[src/hw/rtl/pfla_pkg.sv]
// pfla_pkg: constants, codes and controller/datapath interface types for the page allocator
// used by pfla_ctrl, pfla_dpath and page_free_list_allocator; no dependencies
`default_nettype none

package pfla_pkg;

  // pool geometry
  localparam int unsigned PAGE_COUNT = 4096;
  localparam int unsigned PAGE_BYTES = 4096;
  localparam int unsigned PAGE_SHIFT = $clog2(PAGE_BYTES);
  localparam int unsigned ADDR_W     = $clog2(PAGE_COUNT);      // link memory address
  localparam int unsigned LINK_W     = $clog2(PAGE_COUNT + 1);  // page index incl. none

  localparam logic [LINK_W-1:0] NONE_IDX = LINK_W'(PAGE_COUNT);

  // physical placement of the pool
  localparam longint unsigned RAM_BASE     = 64'h10_0000;
  localparam longint unsigned MIB_BYTES    = 1024 * 1024;
  localparam longint unsigned BASE_ALIGNED =
    ((RAM_BASE + PAGE_BYTES - 1) / PAGE_BYTES) * PAGE_BYTES;
  localparam int unsigned MIB_SHIFT = $clog2(MIB_BYTES) - PAGE_SHIFT;

  // field widths
  localparam int unsigned FUNC_W      = 2;
  localparam int unsigned COUNT_W     = 16;
  localparam int unsigned REQ_W       = COUNT_W + MIB_SHIFT;
  localparam int unsigned RAM_W       = 32;
  localparam int unsigned HADDR_W     = 32;
  localparam int unsigned FBYTES_W    = 25;
  localparam int unsigned IN_TDATA_W  = 32;
  localparam int unsigned OUT_TDATA_W = 96;

  localparam logic [RAM_W-1:0] RAM_SIZE_RST = 32'd16777216;

  typedef enum logic [FUNC_W-1:0] {
    FN_INIT        = 2'd0,
    FN_ALLOC_PAGES = 2'd1,
    FN_ALLOC_MIB   = 2'd2,
    FN_FREE        = 2'd3
  } func_t;

  typedef enum logic [1:0] {
    RS_OK       = 2'd0,
    RS_ZERO     = 2'd1,
    RS_SHORT    = 2'd2,
    RS_NO_CHAIN = 2'd3
  } rstat_t;

  typedef enum logic [2:0] {
    S_IDLE,
    S_CHECK,
    S_INIT,
    S_AWALK,
    S_FWALK,
    S_RESULT
  } state_t;

  typedef enum logic [3:0] {
    OP_NONE,
    OP_ACCEPT,
    OP_START_INIT,
    OP_INIT_STEP,
    OP_START_ALLOC,
    OP_ALLOC_STEP,
    OP_ALLOC_END,
    OP_START_FREE,
    OP_FREE_STEP,
    OP_FREE_END,
    OP_FAIL,
    OP_LOAD_OUT
  } dp_op_t;

  typedef struct packed {
    dp_op_t op;
    rstat_t fail_code;
  } dp_cmd_t;

  typedef struct packed {
    func_t func;
    logic  req_zero;
    logic  alloc_short;
    logic  chain_bad;
    logic  walk_done;
    logic  link_bad;
    logic  free_stop;
    logic  init_done;
    logic  out_free;
  } dp_sts_t;

endpackage

`default_nettype wire

[src/hw/rtl/pfla_ctrl.sv]
// pfla_ctrl: sequencing state machine of the page allocator
// depends on pfla_pkg; drives pfla_dpath through dp_cmd_t and reads dp_sts_t
`default_nettype none

module pfla_ctrl (
  input  wire               clk,
  input  wire               rst_n,
  input  wire               in_tvalid,
  output logic              in_tready,
  input  pfla_pkg::dp_sts_t sts,
  output pfla_pkg::dp_cmd_t cmd
);

  pfla_pkg::state_t state_r, state_nxt;

  always_ff @(posedge clk) begin
    if (!rst_n) begin
      state_r <= pfla_pkg::S_IDLE;
    end else begin
      state_r <= state_nxt;
    end
  end

  // next state
  always_comb begin
    state_nxt = state_r;
    unique case (state_r)
      pfla_pkg::S_IDLE: begin
        if (in_tvalid) state_nxt = pfla_pkg::S_CHECK;
      end
      pfla_pkg::S_CHECK: begin
        unique case (sts.func)
          pfla_pkg::FN_INIT: state_nxt = pfla_pkg::S_INIT;
          pfla_pkg::FN_ALLOC_PAGES,
          pfla_pkg::FN_ALLOC_MIB: begin
            if (sts.req_zero || sts.alloc_short) state_nxt = pfla_pkg::S_RESULT;
            else state_nxt = pfla_pkg::S_AWALK;
          end
          pfla_pkg::FN_FREE: begin
            if (sts.chain_bad) state_nxt = pfla_pkg::S_RESULT;
            else state_nxt = pfla_pkg::S_FWALK;
          end
          default: state_nxt = pfla_pkg::S_RESULT;
        endcase
      end
      pfla_pkg::S_INIT: begin
        if (sts.init_done) state_nxt = pfla_pkg::S_RESULT;
      end
      pfla_pkg::S_AWALK: begin
        if (sts.walk_done || sts.link_bad) state_nxt = pfla_pkg::S_RESULT;
      end
      pfla_pkg::S_FWALK: begin
        if (sts.free_stop) state_nxt = pfla_pkg::S_RESULT;
      end
      pfla_pkg::S_RESULT: begin
        if (sts.out_free) state_nxt = pfla_pkg::S_IDLE;
      end
      default: state_nxt = pfla_pkg::S_IDLE;
    endcase
  end

  // datapath commands
  always_comb begin
    in_tready     = 1'b0;
    cmd.op        = pfla_pkg::OP_NONE;
    cmd.fail_code = pfla_pkg::RS_OK;
    unique case (state_r)
      pfla_pkg::S_IDLE: begin
        in_tready = 1'b1;
        if (in_tvalid) cmd.op = pfla_pkg::OP_ACCEPT;
      end
      pfla_pkg::S_CHECK: begin
        unique case (sts.func)
          pfla_pkg::FN_INIT: cmd.op = pfla_pkg::OP_START_INIT;
          pfla_pkg::FN_ALLOC_PAGES,
          pfla_pkg::FN_ALLOC_MIB: begin
            priority if (sts.req_zero) begin
              cmd.op        = pfla_pkg::OP_FAIL;
              cmd.fail_code = pfla_pkg::RS_ZERO;
            end else if (sts.alloc_short) begin
              cmd.op        = pfla_pkg::OP_FAIL;
              cmd.fail_code = pfla_pkg::RS_SHORT;
            end else begin
              cmd.op = pfla_pkg::OP_START_ALLOC;
            end
          end
          pfla_pkg::FN_FREE: begin
            if (sts.chain_bad) begin
              cmd.op        = pfla_pkg::OP_FAIL;
              cmd.fail_code = pfla_pkg::RS_NO_CHAIN;
            end else begin
              cmd.op = pfla_pkg::OP_START_FREE;
            end
          end
          default: cmd.op = pfla_pkg::OP_NONE;
        endcase
      end
      pfla_pkg::S_INIT: begin
        if (!sts.init_done) cmd.op = pfla_pkg::OP_INIT_STEP;
      end
      pfla_pkg::S_AWALK: begin
        priority if (sts.walk_done) begin
          cmd.op = pfla_pkg::OP_ALLOC_END;
        end else if (sts.link_bad) begin
          cmd.op        = pfla_pkg::OP_FAIL;
          cmd.fail_code = pfla_pkg::RS_SHORT;
        end else begin
          cmd.op = pfla_pkg::OP_ALLOC_STEP;
        end
      end
      pfla_pkg::S_FWALK: begin
        if (sts.free_stop) cmd.op = pfla_pkg::OP_FREE_END;
        else cmd.op = pfla_pkg::OP_FREE_STEP;
      end
      pfla_pkg::S_RESULT: begin
        if (sts.out_free) cmd.op = pfla_pkg::OP_LOAD_OUT;
      end
      default: cmd.op = pfla_pkg::OP_NONE;
    endcase
  end

endmodule

`default_nettype wire

[config.mk]
export PLATFORM = sky130hd
export DESIGN_NAME = pfla_ctrl
export DESIGN_NICKNAME = d
export VERILOG_FILES = /design/src/hw/rtl/pfla_pkg.sv /design/src/hw/rtl/pfla_ctrl.sv
export SDC_FILE = /design/constraint.sdc
export NUM_CORES = 1
export LEC_CHECK = 0
export ABC_AREA = 1
export BUFFER_PORTS_ARGS = -buffer_cell sky130_fd_sc_hd__buf_2
export CORE_AREA = 4 4 41 43
export CTS_CLUSTER_SIZE = 40
export DETAILED_ROUTE_END_ITERATION = 8
export DIE_AREA = 0 0 45 47
export GPL_ROUTABILITY_DRIVEN = 0
export PLACE_DENSITY_LB_ADDON = 0.3
export REMOVE_ABC_BUFFERS = 1
export SETUP_SLACK_MARGIN = 0.1
export SLEW_MARGIN = 0
export SYNTH_ARGS = -nofsm -noshare
export SYNTH_HDL_FRONTEND = slang
export SYNTH_SLANG_ARGS = --single-unit
[constraint.sdc]
create_clock -name clk -period 2.45 [get_ports clk]
set_clock_uncertainty 0.15 [all_clocks]
set_input_delay 0.735 -clock clk [delete_from_list [all_inputs] [get_ports clk]]
set_output_delay 0.735 -clock clk [all_outputs]
set_load 0.05 [all_outputs]
=== After elaboration in Yosys (flattened, before gate mapping) ===
Cells that the tools add are included.

* Bits of input ports: 13
* Memories: 0
* Register bits after elaboration: 3
* Logic and storage cells: 47
* RAM bits: 0
* ROM bits: 0
* Output and inout port bits: 7
* Latch bits: 0

* Multiplexer cells: 27
* Bitwise operators: 0
* Add/sub/neg operators: 0
* Divide/modulo/power cells: 0
* $lt $le $gt $ge: 0
* $mul: 0
* Reductions and logical operators: 6
* Shift operators: 0
* Eq/ne operators: 13

{| class="wikitable"
|+ Operators by type and width
! kind !! count
|-
| one-hot mux 4 bit (6 select lines) || 1
|-
| two-way mux 4 bit || 5
|-
| two-way mux 3 bit || 6
|-
| one-hot mux 3 bit (6 select lines) || 1
|-
| one-hot mux 4 bit (3 select lines) || 1
|-
| two-way mux 2 bit || 5
|-
| != test 2 bit (second input constant) || 5
|-
| one-hot mux 3 bit (3 select lines) || 1
|-
| one-hot mux 2 bit (2 select lines) || 2
|-
| == test 3 x 2 -> 1 bit (second input constant) || 2
|-
| == test 3 bit (second input constant) || 2
|-
| two-way mux 6 bit || 1
|-
| AND reduction 5 bit || 1
|-
| == test 2 bit (second input constant) || 2
|-
| two-way mux 1 bit || 4
|-
| == test 3 x 1 -> 1 bit (second input constant) || 1
|-
| logical NOT 3 bit || 1
|-
| == test 2 x 1 -> 1 bit (second input constant) || 1
|-
| logical NOT 2 bit || 1
|-
| logical OR 1 bit || 2
|-
| OR reduction 2 bit || 1
|}

=== Longest topological paths before layout ===
Gate-level depths: netlist (run 1).

* Depth in word-level cells: 4
* Gate-level depth with buffers: 8
* Gate-level depth less buffers: 8

=== Worst setup path after synthesis (run 1) ===
OpenSTA, ideal clock, no wires.

* Path type: input to output
* From: in sts[8] in the netlist's numbering
* To: out cmd[3] in the netlist's numbering
* Setup slack: -0.352 ns
* Buffers on the path: 0
* Stages: 6
* Required time: 1.565 ns
* Arrival time: 1.917 ns
* Cell sequence: inv_1 ha_1 o21ai_0 nand2_1 o21ai_0 nand4_1

{| class="wikitable"
|+ RTL lines
! element !! RTL line !! RTL
|-
| start: declaration || pfla_ctrl.sv:10 || <nowiki>input pfla_pkg::dp_sts_t sts,</nowiki>
|-
| end: declaration || pfla_ctrl.sv:11 || <nowiki>output pfla_pkg::dp_cmd_t cmd</nowiki>
|}

==> load_flow_metrics.sql, run 1 <==
INSERT INTO impl_metrics (metric_group, metric, value, unit) VALUES
('cts', 'worstSkewPairLatency', '0.24', 'ns'),
('placement', 'place_ws', '-0.367', 'ns'),
('sta', 'max_slew_margin', '0.816', ''),
('sta', 'final_min_period_over_clock_period', '1.06', ''),
('logic_synthesis', 'synthDistinctLibCells', '22', ''),
('worst_setup_path', 'reg2reg_depth', '7', ''),
('sta', 'timing.final.ws_setup', '-0.138', 'ns'),
('cts', 'cts_buffer_count', '3', ''),
('routing', 'totalWireLength', '1660', 'microns'),
('logic_synthesis', 'ys_top_cells_by_area', 'sky130_fd_sc_hd__nand2_1, sky130_fd_sc_hd__dfxtp_1, sky130_fd_sc_hd__inv_1, sky130_fd_sc_hd__nor2_1, sky130_fd_sc_hd__nand3_1', ''),
('routing', 'drt_iter0_markers', '14', ''),
('logic_synthesis', 'post_synth_inst_count', '85', ''),
('sta', 'rsz0062_at_grt', 'yes', ''),
('cts', 'htree_num_levels', '1', ''),
('placement', 'placed_cell_area', '638', 'sq um'),
('routing', 'drc_violations', '0', ''),
('cells_and_area', 'largest_register', 'state_r', ''),
('power_and_ir_drop', 'clock_power_share', '0.103', ''),
('floorplan', 'chipHeight', '47', 'microns'),
('placement', 'dpl.hpwl', '970', 'microns'),
('sta', 'final-max-slew-violation-count', '0', ''),
('power_and_ir_drop', 'p_sw', '0.489', 'mW'),
('status', 'outcome', 'finished with violations', ''),
('cts', 'cts_tree', 'done', ''),
('floorplan', 'dieArea', '2120', 'sq um'),
('cts', 'clock_path_buffers', '2', ''),
('sta', 'actual_slew_at_the_worst_max_slew_pin', '0.275', 'ns'),
('routing', 'detailedRoute.firstPassIterationCount', '4', ''),
('logic_synthesis', 'ys_top_cells_by_count', 'sky130_fd_sc_hd__nand2_1, sky130_fd_sc_hd__inv_1, sky130_fd_sc_hd__nor2_1', ''),
('power_and_ir_drop', 'cellInternalPower', '0.411', 'mW'),
('cells_and_area', 'fin_nets', '143', ''),
('power_and_ir_drop', 'comb_power_share', '0.767', ''),
('logic_synthesis', 'avgSynthCellArea', '5.64', 'sq um'),
('worst_hold_path', 'timing.hold.worst.class', 'reg2reg', ''),
('status', 'failed_checks', 'negative setup slack', ''),
('placement', 'placed_cells_incl_taps', '125', ''),
('logic_synthesis', 'yosys.area.top_type_share', '0.172', ''),
('grt', 'grt_pass1_vias', '646', ''),
('cells_and_area', 'largest_reg_flops', '3', ''),
('logic_synthesis', 'synth.cell_area', '479', 'sq um'),
('cts', 'cts_num_sinks', '3', ''),
('sta', 'final_setup_violation_count', '4', ''),
('cells_and_area', 'final_layout_size_suffix_gt1_frac', '0.606', ''),
('grt', 'initial_antenna_violation_count', '0', ''),
('worst_hold_path', 'timing.hold.worst_path_depth', '2', ''),
('cells_and_area', 'area.growth.synth_to_final', '99.2', '%'),
('grt', 'global_route_wire_length_before_repair', '2530', 'microns'),
('power_and_ir_drop', 'cellLeakagePower', '0.513', 'nW'),
('power_and_ir_drop', 'p_per_area', '943', 'nW/um^2'),
('sta', 'final_hold_fails', '0', ''),
('logic_synthesis', 'synth-edff-count', '0', ''),
('cells_and_area', 'antennaDiodeCount', '0', ''),
('power_and_ir_drop', 'total_power_draw', '0.900', 'mW'),
('worst_setup_path', 'required', '1.56', 'ns'),
('sta', 'max_freq', '386', 'MHz'),
('grt', 'grt_max_degree', '12', ''),
('routing', 'drt-vias-per-instance', '4.96', ''),
('cells_and_area', 'finish.instance_area', '955', 'sq um'),
('routing', 'antenna_left', '0', ''),
('sta', 'layout_min_cycle_time', '2.59', 'ns'),
('cts', 'hold_buffers', '0', ''),
('routing', 'via_count', '704', ''),
('floorplan', 'core_area', '1300', 'sq um'),
('worst_setup_path', 'critPathLaunchType', 'input port', ''),
('logic_synthesis', 'synth.ff_latch_count', '3', ''),
('flow_run', 'maxCapViolations', '0', ''),
('logic_synthesis', 'yosys.cell_count.top_type', 'sky130_fd_sc_hd__nand2_1', ''),
('placement', 'portBuffers', '19', ''),
('floorplan', 'pin_count', '20', ''),
('floorplan', 'dieWidth', '45', 'microns'),
('cells_and_area', 'finished_layout_cells', '142', '');
-- kinds of logic (layout without fill, tap and decap cells) --
| logic type | count (synthesis) | count (layout) | share of synthesized area |
|---|---|---|---|
| flip-flops | 3 | 3 | 0.125 |
| buffers and inverters | 17 | 59 | 0.141 |
| adder cells (fa/ha/maj) | 2 | 2 | 0.0522 |
| AO/OA/AOI/OAI | 11 | 11 | 0.136 |
| AND/OR/NAND/NOR | 52 | 52 | 0.546 |
-- final timing paths --
check	startpoint	to	slack, ns
worst max-delay path	sts[8]	cmd[3]	-0.14
worst min-delay path	state_r[0]$_SDFFE_PN0P_	state_r[0]$_SDFFE_PN0P_	0.40
worst max register to register	state_r[0]$_SDFFE_PN0P_	state_r[2]$_SDFFE_PN0P_	0.99
worst min register to register	state_r[0]$_SDFFE_PN0P_	state_r[0]$_SDFFE_PN0P_	0.40
-- metrics by stage --
stage / setup TNS, ns / util
after global routing: -0.637 / 0.734
final: -0.417 / 0.734
after floorplan: -1.21 / -
after detailed placement: -1.43 / 0.490
after CTS: -0.349 / 0.661
after global placement: -1.34 / 0.490
-- worst max-delay path, stage by stage --
cell and delay [ns]:
sky130_fd_sc_hd__buf_8 0.10, sky130_fd_sc_hd__inv_4 0.05, sky130_fd_sc_hd__ha_4 0.22, sky130_fd_sc_hd__o21ai_4 0.08
sky130_fd_sc_hd__nand2_2 0.09, sky130_fd_sc_hd__o21ai_2 0.16, sky130_fd_sc_hd__nand4_1 0.11, sky130_fd_sc_hd__buf_6 0.17
-- cell usage in the layout, fill, tap and decap left out, drive strengths merged --
cell	n
nand3b	1
buf	39
dfxtp	3
nor2	14
nor3	1
a21oi	3
o21ai	4
o21bai	1
a21boi	2
clkbuf	4
ha	2
inv	16
nand3	7
o211ai	1
nand2	25
nand4	4
-- power by group through the flow --
stage               clock network [mW]  logic (mW)  registers [mW]
floorplan                            0       0.370          0.0989
global placement                     0       0.468           0.107
detailed placement                   0       0.471           0.107
CTS                             0.0934       0.591           0.110
global route                    0.0956       0.739           0.123
finish                          0.0927       0.690           0.117
-- cell type report --
type	instances	area (sq um)
Multi-Input combinational cell	65	437
Tap cell	15	18.8
Inverter	16	72.6
Timing Repair Buffer	39	337
Clock buffer	4	26.3
Fill cell	93	347
Sequential cell	3	63.8
-- metal layers --
layer,share of wire,wire (microns),track usage
met5,0,0,0
met4,0.020,34,0.0760
met3,0.055,91,0.0268
met2,0.48,804,0.305
met1,0.44,728,0.173
-- timing repair --
action                     4_1_cts  5_1_grt
resized for setup               37       25
setup endpoints to repair        6        7
pin swaps                        9       11
buffers inserted                10        6
gates cloned                     0        0
Note: power is estimated with default switching activity, not from simulation.
==> run 2: changes to the inputs <==
PLACE_DENSITY_LB_ADDON = not set   (was 0.3)
==> run 2 against run 1 <==
Clock-buffer cell count stayed put. Fmax grew 1.0%. Critical path depth increased by 1. Non-clock buffer count down 8. Sequential cell count stayed put. First-iteration DRC count decreased by 86%. The run still ends with negative setup slack left. Global-route usage decreased by 1.3 points. Largest cell class unchanged. Setup slack improved by 0.026 ns. Total power shrank 16%. Combinational power fell by 19%. Sequential power shrank 5%. Die area did not move.
==> load_flow_metrics.sql, run 2 (synthesis results as in run 1) <==
INSERT INTO impl_metrics (metric_group, metric, value, unit) VALUES
('status', 'outcome', 'finished with violations', ''),
('status', 'failed_checks', 'negative setup slack', ''),
('worst_setup_path', 'worst-r2r-setup-slack', '1.07', 'ns'),
('cts', 'cts_num_sinks', '3', ''),
('sta', 'final_min_period_over_clock_period', '1.05', ''),
('cts', 'cts.root.buffer_cell', 'sky130_fd_sc_hd__clkbuf_4', ''),
('sta', 'max_slew_margin', '0.812', ''),
('cells_and_area', 'largest_register', 'state_r', ''),
('routing', 'average_wire_length_per_cell_after_detail_routing', '10.8', 'microns'),
('sta', 'timing.final.ws_setup', '-0.112', 'ns'),
('cts', 'clk_transition_reported_paths', '0.04', 'ns'),
('cells_and_area', 'reg.largest.list', 'state_r: 3 flops', ''),
('floorplan', 'chipHeight', '47', 'microns'),
('grt', 'track_usage', '0.148', ''),
('cells_and_area', 'area.growth.synth_to_final', '71.0', '%'),
('sta', 'final_hold_fails', '0', ''),
('routing', 'detailedRoute.firstPassIterationCount', '4', ''),
('cells_and_area', 'mostFrequentLayoutCell', 'sky130_fd_sc_hd__nand2_1', ''),
('sta', 'rsz0062_at_grt', 'yes', ''),
('worst_setup_path', 'reg2reg_depth', '8', ''),
('worst_hold_path', 'timing.hold.worst_path_depth', '2', ''),
('sta', 'final-max-slew-violation-count', '0', ''),
('cts', 'cts_tree', 'done', ''),
('power_and_ir_drop', 'worst_ir_drop_vdd', '0.472', 'mV'),
('worst_setup_path', 'required', '1.56', 'ns'),
('floorplan', 'dieWidth', '45', 'microns'),
('floorplan', 'placementRows', '13', ''),
('floorplan', 'dieArea', '2120', 'sq um'),
('routing', 'totalWireLength', '1450', 'microns'),
('power_and_ir_drop', 'total_power_draw', '0.757', 'mW'),
('placement', 'place_ws', '-0.329', 'ns'),
('cts', 'worstSkewPairLatency', '0.23', 'ns'),
('grt', 'global_route_wire_length_before_repair', '2360', 'microns'),
('cts', 'htree_num_levels', '1', ''),
('sta', 'final_setup_violation_count', '6', ''),
('sta', 'max_freq', '390', 'MHz'),
('cells_and_area', 'layout_common_cells', 'sky130_fd_sc_hd__nand2_1, sky130_fd_sc_hd__buf_4, sky130_fd_sc_hd__buf_2', ''),
('floorplan', 'initial_core_util', '0.368', ''),
('cells_and_area', 'utilization', '0.630', ''),
('cells_and_area', 'fillerInstances', '130', ''),
('sta', 'actual_slew_at_the_worst_max_slew_pin', '0.282', 'ns'),
('routing', 'drt-vias-per-instance', '4.80', ''),
('power_and_ir_drop', 'cellLeakagePower', '0.446', 'nW'),
('placement', 'dpl.hpwl', '1090', 'microns'),
('cts', 'hold_buffers', '0', ''),
('worst_hold_path', 'whs_endpoint', 'state_r[0]$_SDFFE_PN0P_', ''),
('sta', 'fin_worst_hold_slack', '0.422', 'ns'),
('worst_hold_path', 'timing.hold.worst.class', 'reg2reg', ''),
('placement', 'portBuffers', '19', ''),
('grt', 'grt_max_degree', '12', ''),
('worst_setup_path', 'critPathLaunchType', 'input port', ''),
('cells_and_area', 'final_layout_size_suffix_gt1_frac', '0.504', ''),
('worst_setup_path', 'timing.critical_path.fanout_max', '3', ''),
('cells_and_area', 'antennaDiodeCount', '0', ''),
('sta', 'layout_min_cycle_time', '2.56', 'ns'),
('worst_setup_path', 'reg2reg_from', 'state_r[2]$_SDFFE_PN0P_', ''),
('cells_and_area', 'multi_input_area', '407', 'sq um'),
('routing', 'drc_violations', '0', ''),
('worst_setup_path', 'critPathArrivalTime', '1.68', 'ns'),
('worst_setup_path', 'critical_path.endpoint_type', 'output pin', ''),
('power_and_ir_drop', 'p_per_area', '924', 'nW/um^2'),
('routing', 'drt_iter0_markers', '2', ''),
('cells_and_area', 'regArea', '61.3', 'sq um'),
('worst_setup_path', 'r2r_end', 'state_r[0]$_SDFFE_PN0P_', ''),
('routing', 'antenna_left', '0', ''),
('cts', 'clock_path_buffers', '2', ''),
('floorplan', 'pin_count', '20', ''),
('grt', 'grt.overflow.total', '0', ''),
('floorplan', 'core_area', '1300', 'sq um'),
('routing', 'via_count', '643', ''),
('grt', 'initial_antenna_violation_count', '0', ''),
('worst_setup_path', 'critical_path_class', 'in2out', ''),
('cts', 'cts_buffer_count', '3', ''),
('cells_and_area', 'fin_nets', '135', ''),
('flow_run', 'maxCapViolations', '0', ''),
('grt', 'grt_pass1_vias', '622', ''),
('worst_hold_path', 'hold_path_startpoint', 'state_r[0]$_SDFFE_PN0P_', ''),
('cells_and_area', 'largest_reg_flops', '3', '');
-- run 2: changes by cell type in the layout (fill, tap and decap cells not counted), moves of 2 or more --
cell / previous run / this run
sky130_fd_sc_hd__buf_6: 11 / 5
sky130_fd_sc_hd__buf_8: 4 / 2
sky130_fd_sc_hd__dfxtp_1: 0 / 2
sky130_fd_sc_hd__dfxtp_2: 3 / 1
sky130_fd_sc_hd__inv_4: 5 / 3
sky130_fd_sc_hd__nand2_1: 17 / 19
sky130_fd_sc_hd__nand3_1: 3 / 5
sky130_fd_sc_hd__nand3_2: 4 / 2
-- run 2: routing by layer --
metal	up-vias	global-route usage	wire length, microns
li1	339	-	-
met1	292	0.170	584
met2	12	0.291	809
met3	0	0.0345	57
met4	0	0	0
met5	-	0	0
-- run 2: area by class of cell --
class                           instances  share of cell area
Multi-Input combinational cell         65               0.496
Timing Repair Buffer                   31               0.292
Inverter                               16              0.0824
Sequential cell                         3              0.0748
Clock buffer                            4              0.0321
Tap cell                               15              0.0229
-- run 2: worst max-delay path: stages --
cell	delay, ns
sky130_fd_sc_hd__buf_8	0.08
sky130_fd_sc_hd__inv_4	0.03
sky130_fd_sc_hd__ha_4	0.28
sky130_fd_sc_hd__inv_4	0.04
sky130_fd_sc_hd__nor2_4	0.08
sky130_fd_sc_hd__buf_4	0.11
sky130_fd_sc_hd__nand3b_1	0.07
sky130_fd_sc_hd__nand3_1	0.09
sky130_fd_sc_hd__buf_6	0.16
-- run 2: worst max path at each step --
stage                     startpoint  endpoint  cells past startpoint
after global routing          sts[8]    cmd[5]                      9
after CTS                     sts[9]    cmd[3]                      8
final                         sts[9]    cmd[4]                      9
after global placement        sts[8]    cmd[3]                      8
after detailed placement      sts[8]    cmd[3]                      8
after floorplan               sts[8]    cmd[3]                      6
-- run 2: timing repair --
action	CTS	global route
setup endpoints to repair	6	6
hold endpoints to repair	0	0
pin swaps	10	7
setup buffers	2	2
gates resized for setup	29	8
-- run 2: per-stage QoR --
step                      TNS (ns)  instance area [sq um]  cells
after floorplan              -1.21                    472     84
after global placement       -1.30                    646    126
after detailed placement     -1.38                    646    126
after CTS                   -0.339                    782    132
after global routing        -0.777                    820    134
final                       -0.464                    820    134
-- run 2: where the power goes --
part	internal, mW	switching [mW]
clock network	0.0609	0.0235
registers	0.0678	0.0435
logic	0.201	0.360
